<file path="src/hw/rtl/bipartite_check_and_max_matching_top_assert.svh">
// Assertion macros for the bipartite matching block.
// Each expects clk and rst in scope where it is used.
`ifndef BIPARTITE_CHECK_AND_MAX_MATCHING_TOP_ASSERT_SVH
`define BIPARTITE_CHECK_AND_MAX_MATCHING_TOP_ASSERT_SVH
`ifndef SYNTHESIS
`define BCM_ASSERT_IMPL(name, pre, post) \
  name: assert property (@(posedge clk) disable iff (rst) (pre) |-> (post)) \
    else $error("bcm check failed");
`define BCM_ASSERT_NEXT(name, pre, post) \
  name: assert property (@(posedge clk) disable iff (rst) (pre) |=> (post)) \
    else $error("bcm check failed");
`else
`define BCM_ASSERT_IMPL(name, pre, post)
`define BCM_ASSERT_NEXT(name, pre, post)
`endif
`endif

</file>
<file path="src/hw/rtl/bcm_ram.sv">
`timescale 1ns / 1ps
module bcm_ram #(
  parameter int W = 8,
  parameter int D = 256
) (
  input  logic                 clk,
  input  logic                 we,
  input  logic [$clog2(D)-1:0] waddr,
  input  logic [W-1:0]         wdata,
  input  logic [$clog2(D)-1:0] raddr,
  output logic [W-1:0]         rdata
);

  logic [W-1:0] mem [D];

  always_ff @(posedge clk) begin
    if (we) begin
      mem[waddr] <= wdata;
    end
    rdata <= mem[raddr];
  end

endmodule

</file>
<file path="config.mk">
export PLATFORM = sky130hd
export DESIGN_NAME = bcm_ram
export DESIGN_NICKNAME = d
export VERILOG_FILES = /design/src/hw/rtl/bipartite_check_and_max_matching_top_assert.svh /design/src/hw/rtl/bcm_ram.sv
export SDC_FILE = /design/constraint.sdc
export NUM_CORES = 2
export LEC_CHECK = 0
export BUFFER_PORTS_ARGS = -buffer_cell sky130_fd_sc_hd__buf_4
export CAP_MARGIN = 20
export CORE_MARGIN = 4
export CORE_UTILIZATION = 50
export CTS_CLUSTER_SIZE = 14
export DETAILED_ROUTE_END_ITERATION = 6
export MAX_ROUTING_LAYER = met4
export PLACE_DENSITY = 0.62
export SLEW_MARGIN = 10
export SYNTH_ARGS = -nofsm -noshare
export SYNTH_HDL_FRONTEND = slang
export SYNTH_SLANG_ARGS = --single-unit
</file>
<file path="constraint.sdc">
create_clock -name clk -period 4.9 [get_ports clk]
set_clock_uncertainty 0.1 [all_clocks]
set_input_delay 0.98 -clock clk [delete_from_list [all_inputs] [get_ports clk]]
set_output_delay 0.98 -clock clk [all_outputs]
set_load 0.03 [all_outputs]
</file>
==> metrics <==
status complete, no violations; Adder-Cell Fraction of Synth Area 0%; VDD IR-drop max around 0.0004 V; H-Tree Level Count 4; max-slew violations 0; Core Region around 160,000 um2; Initial Utilization 50.3%; post-layout minimum cycle time 3.63 ns; CP delay by family, top simple AND/OR/NAND/NOR gates; DP Area 83,000 um2; total power 0.0361 W; Data arrival, critical path about 4.3 ns; placed cell count just under 6,000; critical path peak fanout between 70 and 80; cells along the critical path buf_8, buf_4, nor2b_1, a221oi_1, o211ai_1, nand3_1, nor4_1, buf_4, nor4_2; Flop pwr share between 50% and 60%; Most common cell on crit path buf_4; FF+latch count, synth a little over 2,000; area delta synth->final 12.2%; grt total ovfl 0; Post-Syn Nets around 3,800; Crit Path Category input port to flip-flop; postcts setup bufs 0; leak pwr between 20 and 30 nW; Max Cap Viol 0; number of global-route vias before repair between 30,000 and 40,000; dpl ws between 0.4 and 0.5 ns; IO Pins 34; Final Hold Fails 0; clk_lat worst skew around 0.83 ns; Main synth FF type edfxtp_1; Sink Count between 2,000 and 2,500; via count 38,900; initial antenna violation count 3; post-DP HPWL 122 mm; Post-synth EDFFs 2,048; combinational share of power under 10%; width of the die 407 um; final-stage net count 3,976; PostCTS Resize Cnt 0; largest family of logic cells by synthesized area multiplexers; Critical Path Start Type input port; Synth Area in XOR/XNOR 0%; Post-Synthesis Cells between 3,000 and 4,000; die height just over 400 um; Iter 0 DRT Violations between 4,000 and 5,000; Core Util, Final between 50% and 60%; cts hold-fix bufs 0; Wirelength per Cell between 30 and 40 um; total CTS buffers 203; Peak Freq approximately 0.28 GHz; Reg clk slew, reported paths around 0.060 ns; Hold Crit Class input port to flip-flop; complex-gate fraction of the synthesized area under 10%; Int Pwr between 0.02 and 0.03 W; CTS Buffer Depth 3; post-synthesis sequential area ratio between 70% and 80%; worst setup margin around 1.3 ns; RSZ-0062 raised after global routing false; DR pass1 iterations 5; CP bufs+invs 3; root buf cell clkbuf_16; Max stage delay on crit path roughly 0.83 ns; fin crit share 74.1%; Critical path origin raddr[1]; Simple-Gate Fraction of Synth Area under 10%; Slew HR between 10% and 20%; Avg Vias per Cell between 6 and 7; Final ANT Viol Nets 0; CTS tree done; non-filler cells in the finished layout 6,185; Syn Std Cell Area ~80,000 um2; global-route wire length before repair 285 mm; routability cong. approximately 0.86; multiplexer area fraction after synthesis around 15%; Clk pwr share 41.1%; worst slew pin tran 1.24 ns; power per cell area 404 nW/um2; setup violators final 0; Syn. warnings 0; largest net degree at the start of global routing between 150 and 200; switching pwr roughly 0.0077 W; Mapped Avg Cell Area roughly 21 um2; worst reg2reg startpoint mem[83][5]; drt drc 0; Worst setup EP type flip-flop; critical path's slowest cell nor4_1; Total Wirelength about 200 mm; CP required ~5.5 ns; post-synth cell types 55; total track usage about 25%; hold_sp wdata[3]; ys async rst share 0%; Layout Cell Area excl Fill just under 90,000 um2; die area about 170,000 um2; Core Rows 146; Net Sw Frac 21.2%; share of layout cells above drive strength 1 about a quarter; I/O Buffers 33
layout make-up:
cell class                      instances  area, um2
Fill cell                           11700      68900
Sequential cell                      2056      61700
Multi-Input combinational cell       1442      16500
Clock buffer                          259       5410
Tap cell                             2072       2590
Timing Repair Buffer                  245       2260
Clock inverter                        105        845
Antenna cell                            4       10.0
Inverter                                2       7.51
cells in the final DEF, fill, tap and decap left out, drive strengths merged, types with 28 or more instances in the layout:
| master | n |
|---|---|
| nand3 | 34 |
| nor2 | 282 |
| mux4 | 456 |
| edfxtp | 2048 |
| mux2i | 134 |
| nor2b | 31 |
| buf | 245 |
| nand2 | 33 |
| o22ai | 28 |
| a21oi | 96 |
| a22oi | 133 |
| o221ai | 47 |
| clkinv | 87 |
| clkbuf | 259 |
power groups by stage:
stage	logic (W)	registers, W	clock network, W
global placement	0.00180	0.0198	0
global route	0.00191	0.0194	0.0158
floorplan	0.000942	0.0198	0
detailed placement	0.00183	0.0198	0
CTS	0.00183	0.0194	0.0150
finish	0.00182	0.0194	0.0148
metal layers:
layer  vias up  global-route usage (%)  wire length [um]
li1      16100                       -                 -
met4         0                    6.54              5240
met2      1564                    38.3             95700
met3       314                    3.80             14200
met5         -                       -                 0
met1     20900                    35.4             81900
cells by family after synthesis:
logic type,Yosys count
AOI/OAI and AO/OA,385
and+or+nand+nor,466
muxes,591
DFF,2056
buffers and inverters,235
final timing paths:
check                             endpoint  slack (ns)  depth (start not counted)
worst max-delay path              rdata[0]        1.27                          9
worst min-delay path            mem[93][3]        0.54                          1
worst max register to register    rdata[5]        1.92                          7
worst min register to register    rdata[5]        0.87                          6
Yosys cell counts, drive strengths merged, types with 4 or more instances:
library cell | instances | area, um2
or2 | 4 | 25.0
o21ai | 12 | 60.1
o22a | 5 | 43.8
dfxtp | 8 | 160
a211oi | 16 | 120
and2 | 6 | 37.5
a2111oi | 5 | 52.6
a22oi | 133 | 998
nor3 | 22 | 110
o32ai | 5 | 51.3
a21oi | 96 | 480
o211ai | 10 | 75.1
nand3 | 34 | 170
mux2i | 134 | 1340
a221oi | 14 | 129
nor2 | 282 | 1060
nor4 | 27 | 188
edfxtp | 2048 | 61500
nand2 | 33 | 124
mux4 | 456 | 10300
nor2b | 31 | 194
o221ai | 47 | 418
o22ai | 28 | 175
a22o | 8 | 70.1
buf | 122 | 1030
nand4 | 10 | 62.6
nand2b | 8 | 50.1
clkbuf | 111 | 417
through the flow:
step | hold WS (ns) | TNS, ns
3_5_place_dp | 0.896 | 0
3_3_place_gp | 0.860 | -0.197
5_1_grt | 0.550 | 0
6_report | 0.541 | 0
2_1_floorplan | 0.670 | 0
4_1_cts | 0.496 | 0
state kept, by name, summed over array words and instances (netlist names):
signal,flops
rdata,8
mem,2048
Note: power is estimated with default switching activity, not from simulation.
